<file path="src/design/modbus_rtu_write_sequencer_defines.svh">
// Assertion macros for the Modbus RTU write sequencer
`ifndef MODBUS_RTU_WRITE_SEQUENCER_DEFINES_SVH
`define MODBUS_RTU_WRITE_SEQUENCER_DEFINES_SVH

`ifndef SYNTH
`define MSQ_ASSERT_IMPL(lbl, clk, rst_n, ante, cons, msg) \
    lbl: assert property (@(posedge clk) disable iff (!(rst_n)) (ante) |-> (cons)) \
        else $error(msg);
`define MSQ_ASSERT_NEXT(lbl, clk, rst_n, ante, cons, msg) \
    lbl: assert property (@(posedge clk) disable iff (!(rst_n)) (ante) |=> (cons)) \
        else $error(msg);
`else
`define MSQ_ASSERT_IMPL(lbl, clk, rst_n, ante, cons, msg)
`define MSQ_ASSERT_NEXT(lbl, clk, rst_n, ante, cons, msg)
`endif

`endif

</file>
<file path="src/design/msq_pkg.sv">
`default_nettype none

package msq_pkg;

    localparam logic [3:0]  REPLY_BYTES = 4'd8;
    localparam logic [3:0]  RX_MAX      = 4'hF;
    localparam logic [15:0] TICK_MAX    = 16'hFFFF;

    localparam logic [15:0] CRC_INIT = 16'hFFFF;
    localparam logic [15:0] CRC_POLY = 16'hA001;

    localparam logic [7:0] FUNC_WRITE_MULTI = 8'h10;
    localparam logic [7:0] QTY_ONE          = 8'h01;
    localparam logic [7:0] BYTES_ONE        = 8'h02;
    localparam logic [7:0] QTY_TWO          = 8'h02;
    localparam logic [7:0] BYTES_TWO        = 8'h04;

    // data bytes before the CRC
    localparam logic [3:0] LEN_DATA_ONE = 4'd9;
    localparam logic [3:0] LEN_DATA_TWO = 4'd11;

    localparam logic [7:0]  SLAVE_ADDR_RST = 8'd173;
    localparam logic [15:0] MODE_REG_RST   = 16'd32101;
    localparam logic [15:0] MODE_VAL_RST   = 16'd1;
    localparam logic [15:0] CUR_REG_RST    = 16'd32107;
    localparam logic [31:0] CUR_VAL_RST    = 32'd30;
    localparam logic [15:0] TIMEOUT_RST    = 16'd600;

    localparam logic [1:0] ERR_NONE     = 2'd0;
    localparam logic [1:0] ERR_TIMEOUT1 = 2'd1;
    localparam logic [1:0] ERR_TIMEOUT2 = 2'd2;

    typedef enum logic [1:0] {
        OP_SCAN = 2'd0,
        OP_TICK = 2'd1,
        OP_RX   = 2'd2
    } t_op;

    typedef enum logic [2:0] {
        CFG_SLAVE_ADDR = 3'd0,
        CFG_MODE_REG   = 3'd1,
        CFG_MODE_VAL   = 3'd2,
        CFG_CUR_REG    = 3'd3,
        CFG_CUR_VAL    = 3'd4,
        CFG_TIMEOUT    = 3'd5
    } t_cfg_idx;

    typedef enum logic [5:0] {
        SEQ_IDLE   = 6'b000001,
        SEQ_SEND1  = 6'b000010,
        SEQ_WAIT1  = 6'b000100,
        SEQ_SEND2  = 6'b001000,
        SEQ_WAIT2  = 6'b010000,
        SEQ_FINISH = 6'b100000
    } t_seq;

    typedef enum logic [3:0] {
        FR_IDLE  = 4'b0001,
        FR_LOAD  = 4'b0010,
        FR_SHIFT = 4'b0100,
        FR_EMIT  = 4'b1000
    } t_fr_phase;

    typedef struct packed {
        logic       busy;
        logic       done;
        logic [1:0] error;
    } t_status;

    typedef struct packed {
        logic start;
        logic second;
    } t_frame_req;

endpackage

`default_nettype wire

</file>
<file path="src/design/msq_if.sv">
`default_nettype none

interface msq_in_if;
    logic       valid;
    logic       ready;
    logic [1:0] op;
    logic       execute;

    modport source (output valid, output op, output execute, input ready);
    modport sink   (input valid, input op, input execute, output ready);
endinterface

interface msq_out_if;
    logic       valid;
    logic       ready;
    logic       tx_valid;
    logic [7:0] tx_byte;
    logic       run_last;
    logic       busy_res;
    logic       done_res;
    logic [1:0] error_code;

    modport source (output valid, output tx_valid, output tx_byte, output run_last,
                    output busy_res, output done_res, output error_code, input ready);
    modport sink   (input valid, input tx_valid, input tx_byte, input run_last,
                    input busy_res, input done_res, input error_code, output ready);
endinterface

interface msq_cfg_if;
    logic        valid;
    logic        ready;
    logic [2:0]  index;
    logic [31:0] data;

    modport source (output valid, output index, output data, input ready);
    modport sink   (input valid, input index, input data, output ready);
endinterface

`default_nettype wire

</file>
<file path="src/design/msq_ctrl.sv">
`default_nettype none

module msq_ctrl (
    input  wire logic                i_clk,
    input  wire logic                i_rst_n,
    input  wire logic                i_accept,
    input  wire logic [1:0]          i_op,
    input  wire logic                i_execute,
    input  wire logic [15:0]         i_timeout_ms,
    output msq_pkg::t_frame_req      o_req,
    output msq_pkg::t_status         o_cur,
    output msq_pkg::t_status         o_nxt
);

    msq_pkg::t_seq r_state, n_state;
    logic          r_latch, n_latch;
    logic [15:0]   r_tick,  n_tick;
    logic [3:0]    r_rx,    n_rx;
    logic          r_busy,  n_busy;
    logic          r_done,  n_done;
    logic [1:0]    r_err,   n_err;

    always_comb begin
        n_state = r_state;
        n_latch = r_latch;
        n_tick  = r_tick;
        n_rx    = r_rx;
        n_busy  = r_busy;
        n_done  = r_done;
        n_err   = r_err;
        o_req   = '0;
        case (i_op)
            msq_pkg::OP_TICK: begin
                if (r_tick != msq_pkg::TICK_MAX) n_tick = r_tick + 16'd1;
            end
            msq_pkg::OP_RX: begin
                if (r_rx != msq_pkg::RX_MAX) n_rx = r_rx + 4'd1;
            end
            msq_pkg::OP_SCAN: begin
                if (i_execute && !r_latch) begin
                    n_latch = 1'b1;
                    n_state = msq_pkg::SEQ_SEND1;
                    n_busy  = 1'b1;
                    n_done  = 1'b0;
                    n_err   = msq_pkg::ERR_NONE;
                end
                case (n_state)
                    msq_pkg::SEQ_IDLE: begin
                        n_busy = 1'b0;
                        if (!i_execute) n_latch = 1'b0;
                    end
                    msq_pkg::SEQ_SEND1, msq_pkg::SEQ_SEND2: begin
                        o_req.start  = 1'b1;
                        o_req.second = (n_state == msq_pkg::SEQ_SEND2);
                        n_rx         = '0;
                        n_tick       = '0;
                        n_state      = (n_state == msq_pkg::SEQ_SEND2) ?
                                       msq_pkg::SEQ_WAIT2 : msq_pkg::SEQ_WAIT1;
                    end
                    msq_pkg::SEQ_WAIT1: begin
                        if (r_rx >= msq_pkg::REPLY_BYTES) begin
                            n_state = msq_pkg::SEQ_SEND2;
                        end else if (r_tick > i_timeout_ms) begin
                            n_err   = msq_pkg::ERR_TIMEOUT1;
                            n_state = msq_pkg::SEQ_FINISH;
                        end
                    end
                    msq_pkg::SEQ_WAIT2: begin
                        if (r_rx >= msq_pkg::REPLY_BYTES) begin
                            n_done  = 1'b1;
                            n_err   = msq_pkg::ERR_NONE;
                            n_state = msq_pkg::SEQ_FINISH;
                        end else if (r_tick > i_timeout_ms) begin
                            n_err   = msq_pkg::ERR_TIMEOUT2;
                            n_state = msq_pkg::SEQ_FINISH;
                        end
                    end
                    msq_pkg::SEQ_FINISH: begin
                        n_busy = 1'b0;
                        if (!i_execute) begin
                            n_latch = 1'b0;
                            n_state = msq_pkg::SEQ_IDLE;
                        end
                    end
                    default: ;
                endcase
            end
            default: ;
        endcase
    end

    always_ff @(posedge i_clk) begin
        if (!i_rst_n) begin
            r_state <= msq_pkg::SEQ_IDLE;
            r_latch <= 1'b0;
            r_tick  <= '0;
            r_rx    <= '0;
            r_busy  <= 1'b0;
            r_done  <= 1'b0;
            r_err   <= msq_pkg::ERR_NONE;
        end else if (i_accept) begin
            r_state <= n_state;
            r_latch <= n_latch;
            r_tick  <= n_tick;
            r_rx    <= n_rx;
            r_busy  <= n_busy;
            r_done  <= n_done;
            r_err   <= n_err;
        end
    end

    assign o_cur = '{busy: r_busy, done: r_done, error: r_err};
    assign o_nxt = '{busy: n_busy, done: n_done, error: n_err};

endmodule

`default_nettype wire

</file>
<file path="src/design/msq_frame.sv">
`default_nettype none

module msq_frame (
    input  wire logic        i_clk,
    input  wire logic        i_rst_n,
    input  wire logic        i_start,
    input  wire logic        i_second,
    input  wire logic [7:0]  i_slave_addr,
    input  wire logic [15:0] i_mode_reg,
    input  wire logic [15:0] i_mode_val,
    input  wire logic [15:0] i_cur_reg,
    input  wire logic [31:0] i_cur_val,
    input  wire logic        i_out_free,
    output logic             o_active,
    output logic             o_emit,
    output logic [7:0]       o_byte,
    output logic             o_last
);

    msq_pkg::t_fr_phase r_phase, n_phase;
    logic        r_second, n_second;
    logic [3:0]  r_idx,    n_idx;
    logic [2:0]  r_bit,    n_bit;
    logic [15:0] r_crc,    n_crc;
    logic [7:0]  r_byte,   n_byte;

    logic [3:0]  w_data_len;
    logic [3:0]  w_total;
    logic [7:0]  w_data;
    logic [15:0] w_reg;

    assign w_data_len = r_second ? msq_pkg::LEN_DATA_TWO : msq_pkg::LEN_DATA_ONE;
    assign w_total    = w_data_len + 4'd2;
    assign w_reg      = r_second ? i_cur_reg : i_mode_reg;

    always_comb begin
        case (r_idx)
            4'd0:    w_data = i_slave_addr;
            4'd1:    w_data = msq_pkg::FUNC_WRITE_MULTI;
            4'd2:    w_data = w_reg[15:8];
            4'd3:    w_data = w_reg[7:0];
            4'd4:    w_data = 8'h00;
            4'd5:    w_data = r_second ? msq_pkg::QTY_TWO : msq_pkg::QTY_ONE;
            4'd6:    w_data = r_second ? msq_pkg::BYTES_TWO : msq_pkg::BYTES_ONE;
            4'd7:    w_data = r_second ? i_cur_val[31:24] : i_mode_val[15:8];
            4'd8:    w_data = r_second ? i_cur_val[23:16] : i_mode_val[7:0];
            4'd9:    w_data = i_cur_val[15:8];
            4'd10:   w_data = i_cur_val[7:0];
            default: w_data = 8'h00;
        endcase
    end

    always_comb begin
        n_phase  = r_phase;
        n_second = r_second;
        n_idx    = r_idx;
        n_bit    = r_bit;
        n_crc    = r_crc;
        n_byte   = r_byte;
        case (r_phase)
            msq_pkg::FR_IDLE: begin
                if (i_start) begin
                    n_second = i_second;
                    n_idx    = '0;
                    n_crc    = msq_pkg::CRC_INIT;
                    n_phase  = msq_pkg::FR_LOAD;
                end
            end
            msq_pkg::FR_LOAD: begin
                if (r_idx < w_data_len) begin
                    n_byte  = w_data;
                    n_crc   = r_crc ^ {8'h00, w_data};
                    n_bit   = '0;
                    n_phase = msq_pkg::FR_SHIFT;
                end else begin
                    n_byte  = (r_idx == w_data_len) ? r_crc[7:0] : r_crc[15:8];
                    n_phase = msq_pkg::FR_EMIT;
                end
            end
            msq_pkg::FR_SHIFT: begin
                // one CRC bit per cycle
                n_crc = r_crc[0] ? ({1'b0, r_crc[15:1]} ^ msq_pkg::CRC_POLY)
                                 : {1'b0, r_crc[15:1]};
                n_bit = r_bit + 3'd1;
                if (r_bit == 3'd7) n_phase = msq_pkg::FR_EMIT;
            end
            msq_pkg::FR_EMIT: begin
                if (i_out_free) begin
                    if (o_last) begin
                        n_phase = msq_pkg::FR_IDLE;
                    end else begin
                        n_idx   = r_idx + 4'd1;
                        n_phase = msq_pkg::FR_LOAD;
                    end
                end
            end
            default: n_phase = msq_pkg::FR_IDLE;
        endcase
    end

    always_ff @(posedge i_clk) begin
        if (!i_rst_n) begin
            r_phase <= msq_pkg::FR_IDLE;
        end else begin
            r_phase <= n_phase;
        end
    end

    always_ff @(posedge i_clk) begin
        r_second <= n_second;
        r_idx    <= n_idx;
        r_bit    <= n_bit;
        r_crc    <= n_crc;
        r_byte   <= n_byte;
    end

    assign o_active = (r_phase != msq_pkg::FR_IDLE);
    assign o_emit   = (r_phase == msq_pkg::FR_EMIT);
    assign o_byte   = r_byte;
    assign o_last   = (r_idx == w_total - 4'd1);

endmodule

`default_nettype wire

</file>
<file path="src/design/modbus_rtu_write_sequencer.sv">
// A status-only item is loaded into the output register when it is accepted.
// A frame item takes each data byte through load, 8 serial CRC steps and emit, and
// each CRC byte through load and emit: 11 bytes for the first frame, 13 for the second.
// The next item is accepted once the frame has ended and the output register is free.
// Synchronous active-low reset: sequencer idle, counters and flags cleared,
// configuration registers back to their defaults.
`default_nettype none
`include "modbus_rtu_write_sequencer_defines.svh"

module modbus_rtu_write_sequencer (
    input  wire logic     i_clk,
    input  wire logic     i_rst_n,
    msq_in_if.sink        i_in,
    msq_cfg_if.sink       i_cfg,
    msq_out_if.source     o_out
);

    logic [7:0]  r_slave_addr;
    logic [15:0] r_mode_reg;
    logic [15:0] r_mode_val;
    logic [15:0] r_cur_reg;
    logic [31:0] r_cur_val;
    logic [15:0] r_timeout;

    logic        r_out_valid;
    logic        r_tx_valid;
    logic [7:0]  r_tx_byte;
    logic        r_run_last;
    msq_pkg::t_status r_status;

    msq_pkg::t_frame_req w_req;
    msq_pkg::t_status    w_cur;
    msq_pkg::t_status    w_nxt;

    logic       w_out_free;
    logic       w_in_ready;
    logic       w_in_acc;
    logic       w_frame_start;
    logic       w_frame_active;
    logic       w_frame_emit;
    logic [7:0] w_frame_byte;
    logic       w_frame_last;
    logic       w_emit_load;
    logic       w_stat_load;

    assign i_cfg.ready = 1'b1;

    always_ff @(posedge i_clk) begin
        if (!i_rst_n) begin
            r_slave_addr <= msq_pkg::SLAVE_ADDR_RST;
            r_mode_reg   <= msq_pkg::MODE_REG_RST;
            r_mode_val   <= msq_pkg::MODE_VAL_RST;
            r_cur_reg    <= msq_pkg::CUR_REG_RST;
            r_cur_val    <= msq_pkg::CUR_VAL_RST;
            r_timeout    <= msq_pkg::TIMEOUT_RST;
        end else if (i_cfg.valid) begin
            case (i_cfg.index)
                msq_pkg::CFG_SLAVE_ADDR: r_slave_addr <= i_cfg.data[7:0];
                msq_pkg::CFG_MODE_REG:   r_mode_reg   <= i_cfg.data[15:0];
                msq_pkg::CFG_MODE_VAL:   r_mode_val   <= i_cfg.data[15:0];
                msq_pkg::CFG_CUR_REG:    r_cur_reg    <= i_cfg.data[15:0];
                msq_pkg::CFG_CUR_VAL:    r_cur_val    <= i_cfg.data;
                msq_pkg::CFG_TIMEOUT:    r_timeout    <= i_cfg.data[15:0];
                default: ;
            endcase
        end
    end

    assign w_out_free    = !r_out_valid || o_out.ready;
    assign w_in_ready    = !w_frame_active && w_out_free;
    assign i_in.ready    = w_in_ready;
    assign w_in_acc      = i_in.valid && w_in_ready;
    assign w_frame_start = w_in_acc && w_req.start;
    assign w_emit_load   = w_frame_emit && w_out_free;
    assign w_stat_load   = w_in_acc && !w_req.start;

    msq_ctrl u_ctrl (
        .i_clk        (i_clk),
        .i_rst_n      (i_rst_n),
        .i_accept     (w_in_acc),
        .i_op         (i_in.op),
        .i_execute    (i_in.execute),
        .i_timeout_ms (r_timeout),
        .o_req        (w_req),
        .o_cur        (w_cur),
        .o_nxt        (w_nxt)
    );

    msq_frame u_frame (
        .i_clk        (i_clk),
        .i_rst_n      (i_rst_n),
        .i_start      (w_frame_start),
        .i_second     (w_req.second),
        .i_slave_addr (r_slave_addr),
        .i_mode_reg   (r_mode_reg),
        .i_mode_val   (r_mode_val),
        .i_cur_reg    (r_cur_reg),
        .i_cur_val    (r_cur_val),
        .i_out_free   (w_out_free),
        .o_active     (w_frame_active),
        .o_emit       (w_frame_emit),
        .o_byte       (w_frame_byte),
        .o_last       (w_frame_last)
    );

    always_ff @(posedge i_clk) begin
        if (!i_rst_n) begin
            r_out_valid <= 1'b0;
        end else if (w_emit_load || w_stat_load) begin
            r_out_valid <= 1'b1;
        end else if (o_out.ready) begin
            r_out_valid <= 1'b0;
        end
    end

    always_ff @(posedge i_clk) begin
        if (w_emit_load) begin
            r_tx_valid <= 1'b1;
            r_tx_byte  <= w_frame_byte;
            r_run_last <= w_frame_last;
            r_status   <= w_cur;
        end else if (w_stat_load) begin
            r_tx_valid <= 1'b0;
            r_tx_byte  <= 8'h00;
            r_run_last <= 1'b1;
            r_status   <= w_nxt;
        end
    end

    assign o_out.valid      = r_out_valid;
    assign o_out.tx_valid   = r_tx_valid;
    assign o_out.tx_byte    = r_tx_byte;
    assign o_out.run_last   = r_run_last;
    assign o_out.busy_res   = r_status.busy;
    assign o_out.done_res   = r_status.done;
    assign o_out.error_code = r_status.error;

    `MSQ_ASSERT_IMPL(a_no_accept_in_frame, i_clk, i_rst_n, w_frame_active, !w_in_acc, "input accepted during frame")
    `MSQ_ASSERT_NEXT(a_frame_starts, i_clk, i_rst_n, w_frame_start, w_frame_active, "frame did not start")
    `MSQ_ASSERT_NEXT(a_frame_ends, i_clk, i_rst_n, w_emit_load && w_frame_last, !w_frame_active, "frame ran past last beat")
    `MSQ_ASSERT_NEXT(a_status_beat, i_clk, i_rst_n, w_stat_load, r_out_valid && r_run_last && !r_tx_valid, "status beat lost")

endmodule

`default_nettype wire
</file>
<file path="src/flat_wrapper.sv">
// flat-port wrapper written by rule: the top's interface ports become plain ports
module modbus_rtu_write_sequencer_flat 
  (i_clk, i_rst_n, i_in_valid, i_in_op, i_in_execute, i_in_ready, i_cfg_valid, i_cfg_index, i_cfg_data, i_cfg_ready, o_out_valid, o_out_tx_valid, o_out_tx_byte, o_out_run_last, o_out_busy_res, o_out_done_res, o_out_error_code, o_out_ready);
  msq_in_if i_in_i ();
  msq_cfg_if i_cfg_i ();
  msq_out_if o_out_i ();
  input  wire logic i_clk;
  input  wire logic i_rst_n;
  input wire logic [$bits(i_in_i.valid)-1:0] i_in_valid;
  input wire logic [$bits(i_in_i.op)-1:0] i_in_op;
  input wire logic [$bits(i_in_i.execute)-1:0] i_in_execute;
  output wire logic [$bits(i_in_i.ready)-1:0] i_in_ready;
  input wire logic [$bits(i_cfg_i.valid)-1:0] i_cfg_valid;
  input wire logic [$bits(i_cfg_i.index)-1:0] i_cfg_index;
  input wire logic [$bits(i_cfg_i.data)-1:0] i_cfg_data;
  output wire logic [$bits(i_cfg_i.ready)-1:0] i_cfg_ready;
  output wire logic [$bits(o_out_i.valid)-1:0] o_out_valid;
  output wire logic [$bits(o_out_i.tx_valid)-1:0] o_out_tx_valid;
  output wire logic [$bits(o_out_i.tx_byte)-1:0] o_out_tx_byte;
  output wire logic [$bits(o_out_i.run_last)-1:0] o_out_run_last;
  output wire logic [$bits(o_out_i.busy_res)-1:0] o_out_busy_res;
  output wire logic [$bits(o_out_i.done_res)-1:0] o_out_done_res;
  output wire logic [$bits(o_out_i.error_code)-1:0] o_out_error_code;
  input wire logic [$bits(o_out_i.ready)-1:0] o_out_ready;
  assign i_in_i.valid = i_in_valid;
  assign i_in_i.op = i_in_op;
  assign i_in_i.execute = i_in_execute;
  assign i_in_ready = i_in_i.ready;
  assign i_cfg_i.valid = i_cfg_valid;
  assign i_cfg_i.index = i_cfg_index;
  assign i_cfg_i.data = i_cfg_data;
  assign i_cfg_ready = i_cfg_i.ready;
  assign o_out_valid = o_out_i.valid;
  assign o_out_tx_valid = o_out_i.tx_valid;
  assign o_out_tx_byte = o_out_i.tx_byte;
  assign o_out_run_last = o_out_i.run_last;
  assign o_out_busy_res = o_out_i.busy_res;
  assign o_out_done_res = o_out_i.done_res;
  assign o_out_error_code = o_out_i.error_code;
  assign o_out_i.ready = o_out_ready;
  modbus_rtu_write_sequencer u_core (.i_clk(i_clk), .i_rst_n(i_rst_n), .i_in(i_in_i), .i_cfg(i_cfg_i), .o_out(o_out_i));
endmodule
</file>
<file path="config.mk">
export PLATFORM = sky130hd
export DESIGN_NAME = modbus_rtu_write_sequencer_flat
export DESIGN_NICKNAME = d
export VERILOG_FILES = /design/src/design/msq_pkg.sv /design/src/design/msq_if.sv /design/src/design/msq_ctrl.sv /design/src/design/msq_frame.sv /design/src/design/modbus_rtu_write_sequencer.sv /design/src/flat_wrapper.sv
export VERILOG_INCLUDE_DIRS = /design/src /design/src/design
export SDC_FILE = /design/constraint.sdc
export NUM_CORES = 1
export LEC_CHECK = 0
export BUFFER_PORTS_ARGS = -buffer_cell sky130_fd_sc_hd__buf_2
export CORE_UTILIZATION = 65
export DETAILED_ROUTE_END_ITERATION = 12
export GPL_TIMING_DRIVEN = 0
export PLACE_DENSITY = 0.85
export SYNTH_ARGS = -nofsm -noshare
export SYNTH_HDL_FRONTEND = slang
export SYNTH_SLANG_ARGS = --single-unit
export TNS_END_PERCENT = 30
</file>
<file path="constraint.sdc">
create_clock -name i_clk -period 4.4 [get_ports i_clk]
set_clock_uncertainty 0.15 [all_clocks]
set_input_delay 0.66 -clock i_clk [delete_from_list [all_inputs] [get_ports i_clk]]
set_output_delay 0.66 -clock i_clk [all_outputs]
set_load 0.1 [all_outputs]
</file>
==> summary.md, run 1 <==
| Metric | Value |
|---|---|
| Status | `complete, no violations` |
| Postcts setup bufs | `0` |
| Hold Path Sink | `u_core.r_cur_val[30]` |
| HPWL Detailed | `between 15000 and 20000 um` |
| Hold Path Origin | `i_cfg_data[30]` |
| Leak | `about 0.0038 uW` |
| Switching Share | `0.2568` |
| # DRC | `0` |
| Worst EP required | `around 4.4 ns` |
| Number of max-cap violations | `0` |
| Reg with most FFs | `u_core.r_cur_val` |
| Max Clk Rate | `319.5 MHz` |
| Most common cell after layout, fill and taps aside | `nand2_1` |
| Kind of critical path | `register to register` |
| Int Pwr | `2699 uW` |
| Initial antenna violation count | `0` |
| FP Rows | `between 40 and 50` |
| Routed vias/inst | `6.099` |
| Endpoint arrival time on the critical path | `3.17 ns` |
| Max reg flops | `32` |
| Clk pwr share | `0.418` |
| Die Y-Extent | `119.0 um` |
| Worst R2R Start | `u_core.u_frame.r_idx[0]` |
| Area delta synth->final | `12.17%` |
| Peak VDD IR | `275.4 uV` |
| Final min period | `around 3.1 ns` |
| Combinational Power Share | `0.084` |
| Gpl congestion | `just under 1` |
| Sequential element share of the synthesized area | `0.4689` |
| Post-Synth Adder-Cell Area | `0.03654` |
| Most frequent cells in the layout | `nand2_1 (246), dfxtp_1 (141), a21oi_1 (116)` |
| Nets | `between 1000 and 1500` |
| Final ANT Viol Nets | `0` |
| DR pass1 iterations | `5` |
| Finished Cell Area | `~0.010 sq mm` |
| Capturing point of the worst reg2reg path | `u_core.u_frame.r_crc[7]` |
| Synth warnings | `0` |
| Hold Path Depth | `3` |
| PortBufs | `57` |
| Fin. max-slew vios | `0` |
| Final setup viols | `0` |
| Root buf cell | `clkbuf_16` |
| Setup TNS | `0 ns` |
| Wirelength per Cell | `17.79 um` |
| Seq pwr share | `0.498` |
| Post-synthesis compound-gate area fraction | `0.1511` |
| #FFs+latches synth | `186` |
| Crit. End Element | `register` |
| CP Cell Sequence | `ha_1, clkbuf_1, nand2_1, nor2_1, a2111oi_1, xor2_1, o21ai_0` |
| Async set-or-reset flop fraction in the synthesized netlist | `0` |
| Fraction of layout cells with a size suffix above 1 | `0.09912` |
| Via Count | `8026` |
| Die width | `approximately 120 um` |
| Unrepaired setup endpoints after global routing | `no` |
| TritonCTS Sinks | `186` |
| Mapped Area | `~0.009 sq mm` |
| Ports | `60` |
| Clock Latency Late Sink | `0.45 ns` |
| Mux contribution to synthesized area | `0.03486` |
| Largest family of logic cells by synthesized area | `simple AND/OR/NAND/NOR gates` |
| CTS tree | `done` |
| Fin. Hold Viols | `0` |
| Mapped Cells | `1051` |
| Worst relative slew slack | `0.1504` |
| Routed WL | `23420 um` |
| Clk pin slew, worst setup/hold paths | `~0.070 ns` |
| R2r setup slk | `~1.3 ns` |
| CTS Hold Bufs | `0` |
| Initial cell density of the core | `0.6696` |
| CP Max Fanout | `10` |
| Cell Pwr Density | `363.7 mW/mm^2` |
| H-tree Lvls | `4` |
| Global Route Usage Sum | `0.3419` |
| Max Root-Sink Buffers | `2` |
| Max incr delay on CP | `about 0.99 ns` |
| TritonCTS Buffers | `17` |
| Top FF cell, synth | `dfxtp_1` |
| Crit path buffers/inverters | `1` |
| Post-Synthesis Net Count | `1120` |
| First-pass GRT wire length | `37430 um` |
| Measured slew at the worst slew-check pin | `between 1 and 1.5 ns` |
| Initial DRC count | `782` |
| Largest net degree at the start of global routing | `18` |
| Final worst path period share | `0.7114` |
| Total gr overflow | `0` |
| Core region area | `about 0.013 sq mm` |
| HP Class | `primary input to register` |
| Die ar. | `0.01417 sq mm` |
| CTS resizes | `0` |
| Delay-heaviest family, CP | `compound AO/OA/AOI/OAI gates` |
| Crit path max-delay cell type | `a2111oi_1` |
| Psw | `932.7 uW` |
| Simple-gate share of the synthesized area | `0.2379` |
| Number of global-route vias before repair | `7458` |
| Cell depth of the worst flop-to-flop path | `7` |
| Netlist cell types | `70` |
| XOR/XNOR Fraction of Synth Area | `0.02656` |
| # diodes | `0` |
| Post-DP Area | `approximately 0.0094 sq mm` |
| Startpoint types | `register` |
| Syn_area_per_cell | `about 8.5 sq um` |
| Post-synth EDFFs | `45` |
==> tightest hold or removal path, stage by stage <==
cell and delay [ns]:
buf_2 0.09, nand2_1 0.04, a21oi_1 0.05
==> cell type report <==
| type | count | area, sq um |
|---|---|---|
| Clock buffer | 18 | 429.2 |
| Buffer | 66 | 280.3 |
| Fill cell | 1015 | 3309 |
| Inverter | 29 | 108.9 |
| Clock inverter | 14 | 147.6 |
| Multi-Input combinational cell | 770 | 4340 |
| Sequential cell | 186 | 4174 |
| Tap cell | 176 | 220.2 |
| Timing Repair Buffer | 57 | 285.3 |
==> per-layer routing <==
layer / global-route usage / vias to the layer above / wire length, um
li1: - / 3792 / -
met1: 0.4381 / 3706 / 9571
met2: 0.5378 / 430 / 10610
met3: 0.07519 / 98 / 2169
met4: 0.1859 / 0 / 1069
met5: 0 / - / 0
==> cells in the mapped netlist, types with 26 or more instances <==
cell type / number / share of area
a21oi_1: 116 / 0.065
inv_1: 28 / 0.012
o21ai_0: 40 / 0.022
nor2_1: 72 / 0.030
mux2i_1: 31 / 0.035
nand3_1: 51 / 0.029
nand2_1: 246 / 0.10
dfxtp_1: 141 / 0.32
edfxtp_1: 45 / 0.15
ha_1: 26 / 0.037
clkbuf_1: 52 / 0.022
==> cells by family (layout without fill, tap and decap cells) <==
kind of cell,Yosys count,after routing
buffers and inverters,95,184
AOI/OAI and AO/OA,220,220
DFF,186,186
and+or+nand+nor,465,465
other,1,1
xor gates and xnor gates,27,27
muxes,31,31
adders and majority gates,26,26
==> worst max-delay path by stage <==
stage	start	to	slack (ns)	cells past startpoint
after floorplan	u_core.o_out.valid	i_in_ready	1.24	3
after global placement	u_core.u_frame.r_idx[0]	u_core.u_frame.r_crc[7]	1.20	7
after detailed placement	o_out_ready	u_core.u_frame.r_crc[4]	1.14	7
after CTS	u_core.u_frame.r_idx[0]	u_core.u_frame.r_crc[7]	1.24	7
after global routing	u_core.u_frame.r_idx[0]	u_core.u_frame.r_crc[0]	1.10	10
final	u_core.u_frame.r_idx[0]	u_core.u_frame.r_crc[7]	1.27	7
==> stage by stage <==
stage	worst slack [ns]	instances	hold WS [ns]	util	total power, uW
2_1_floorplan	1.243	1051	0.2832	-	2044
3_3_place_gp	1.200	1284	0.2914	0.7076	2135
3_5_place_dp	1.144	1284	0.2975	0.7076	2143
4_1_cts	1.235	1316	0.2940	0.7510	3627
5_1_grt	1.099	1316	0.3031	0.7511	3722
6_report	1.270	1316	0.2949	0.7511	3632
==> power by group through the flow <==
stage | Sequential, uW | Clock, uW | Combinational, uW
4_1_cts | 1810 | 1520 | 300
3_3_place_gp | 1840 | 0 | 292
5_1_grt | 1810 | 1590 | 326
3_5_place_dp | 1840 | 0 | 298
6_report | 1810 | 1520 | 305
2_1_floorplan | 1900 | 0 | 147
Power figures use the tool's default switching activity.
==> run 2, diff against run 1 <==
Settings changed: CORE_UTILIZATION 65 to 55, PLACE_DENSITY 0.85 to 0.76.
Clock period 4.4 ns to 2.61 ns, I/O delays scaled along.
==> summary.md, run 2 (synthesis gave the netlist of run 1 again) <==
| Metric | Value |
|---|---|
| Final min period | `2.792 ns` |
| Kind of critical path | `register to register` |
| # diodes | `0` |
| CP Max Fanout | `6` |
| Final ANT Viol Nets | `0` |
| Gpl congestion | `0.9331` |
| Wirelength per Cell | `between 15 and 20 um` |
| HP Class | `primary input to register` |
| Area delta synth->final | `15.85%` |
| Reg with most FFs | `u_core.r_cur_val` |
| Top Usage Layer GRT | `met2` |
| Slack of the critical path | `-0.1816 ns` |
| Most frequent cells in the layout | `nand2_1 (245), dfxtp_1 (137), a21oi_1 (113)` |
| Fraction of layout cells with a size suffix above 1 | `0.1358` |
| Met3 usage | `0.07432` |
| Failing checks | `design-rule violations, negative setup slack` |
| Final setup viols | `2` |
| Core region area | `0.01583 sq mm` |
| Hold Path Origin | `i_cfg_data[18]` |
| Die ar. | `0.01670 sq mm` |
| CTS Hold Bufs | `0` |
| Worst relative slew slack | `0.4491` |
| Crit. End Element | `register` |
| Clock Latency Late Sink | `0.44 ns` |
| Status | `finished, violations left` |
| Most common cell after layout, fill and taps aside | `nand2_1` |
| Hold WS | `0.02400 ns` |
| Initial cell density of the core | `0.5625` |
| Number of global-route vias before repair | `6967` |
| Unrepaired setup endpoints after global routing | `yes` |
| Die Y-Extent | `129.2 um` |
| Largest net degree at the start of global routing | `18` |
| Root buf cell | `clkbuf_16` |
| PortBufs | `57` |
| Measured slew at the worst slew-check pin | `0.8263 ns` |
| TritonCTS Buffers | `17` |
| DR pass1 iterations | `9` |
| Fin. Hold Viols | `0` |
| Nets | `1205` |
| First-pass GRT wire length | `between 30000 and 40000 um` |
| Endpoint arrival time on the critical path | `~2.8 ns` |
| TritonCTS Sinks | `between 150 and 200` |
| Filler cell count | `1332` |
| H-tree Lvls | `4` |
| Die width | `between 100 and 150 um` |
| Via Count | `between 7000 and 8000` |
| Total gr overflow | `0` |
| Met2 usage | `0.4700` |
| Cell Pwr Density | `600.0 mW/mm^2` |
| Startpoint types | `register` |
| Fin. max-slew vios | `0` |
| Initial antenna violation count | `0` |
| Leak | `just under 0.004 uW` |
| Met1 usage | `0.3833` |
| Max Clk Rate | `358.2 MHz` |
| Clk pin slew, worst setup/hold paths | `0.07 ns` |
| Routed vias/inst | `5.808` |
| Global Route Usage Sum | `0.2943` |
| Routed WL | `around 24000 um` |
| Worst EP required | `2.65 ns` |
| Setup TNS | `-0.3049 ns` |
| # DRC | `1` |
| HPWL Detailed | `16870 um` |
| Ports | `60` |
| Crit path launch | `u_core.u_frame.r_idx[1]` |
| Peak VDD IR | `497.5 uV` |
| FP Rows | `46` |
| Final worst path period share | `1.070` |
| Initial DRC count | `1021` |
| Worst R2R Start | `u_core.u_frame.r_idx[1]` |
| Max reg flops | `32` |
| Number of max-cap violations | `0` |
| CTS tree | `done` |
| Max Root-Sink Buffers | `2` |
## run 2: worst paths after layout
| check | slack (ns) | cells after the start | to |
|---|---|---|---|
| min | 0.02 | 3 | u_core.r_cur_val[18] |
| max reg2reg | -0.18 | 8 | u_core.u_frame.r_crc[0] |
| max | -0.18 | 8 | u_core.u_frame.r_crc[0] |
| min reg2reg | 0.30 | 2 | u_core.r_cur_val[26] |
## run 2: power by group
| part | total (uW) | switching [uW] | internal, uW |
|---|---|---|---|
| sequential | 3040 | 36.7 | 3010 |
| clock | 2610 | 1160 | 1440 |
| combinational | 538 | 393 | 145 |
## run 2: worst max-delay path, cell delays in order (launching register included)
cell,delay (ns)
edfxtp_1,0.45
inv_1,0.09
ha_2,0.23
and2_1,0.24
a221o_1,0.39
a2111oi_4,0.51
a2bb2oi_2,0.16
nor2_1,0.04
a211o_1,0.28
## run 2: cell type report
cell class	count	area, sq um	area share
inverters	29	108.9	0.01055
clock buffers	22	505.5	0.04901
multi-input cells	770	4474	0.4338
plain buffers	64	297.8	0.02887
clock inverters	10	100.1	0.009705
well taps	216	270.3	0.02620
repair buffers	68	377.9	0.03664
flip-flops and latches	186	4179	0.4052
## run 2: layer usage
metal  vias up  share of wire
met5         -              0
met4         0          0.026
met1      3726           0.43
met3        49          0.077
li1       3823              -
met2       330           0.47
## run 2: repair_timing
action                                  in CTS  in global routing
endpoints found under the setup margin      60                 66
buffers inserted                             7                  3
resized for setup                           20                 25
cloned                                       0                  0
pin swaps                                    3                  6
endpoints found under the hold margin        0                  0
## run 2: metrics by stage
| step | util | setup slack (ns) | total power, uW | cell area (sq um) | cells |
|---|---|---|---|---|---|
| after floorplan | - | -0.04513 | 3446 | 8909 | 1051 |
| after global placement | 0.5979 | -0.7001 | 3608 | 9464 | 1324 |
| after detailed placement | 0.5983 | -0.4750 | 3615 | 9469 | 1325 |
| after CTS | 0.6436 | -0.1306 | 6171 | 10190 | 1362 |
| after global routing | 0.6516 | -0.3216 | 6356 | 10310 | 1365 |
| final | 0.6516 | -0.1816 | 6188 | 10310 | 1365 |
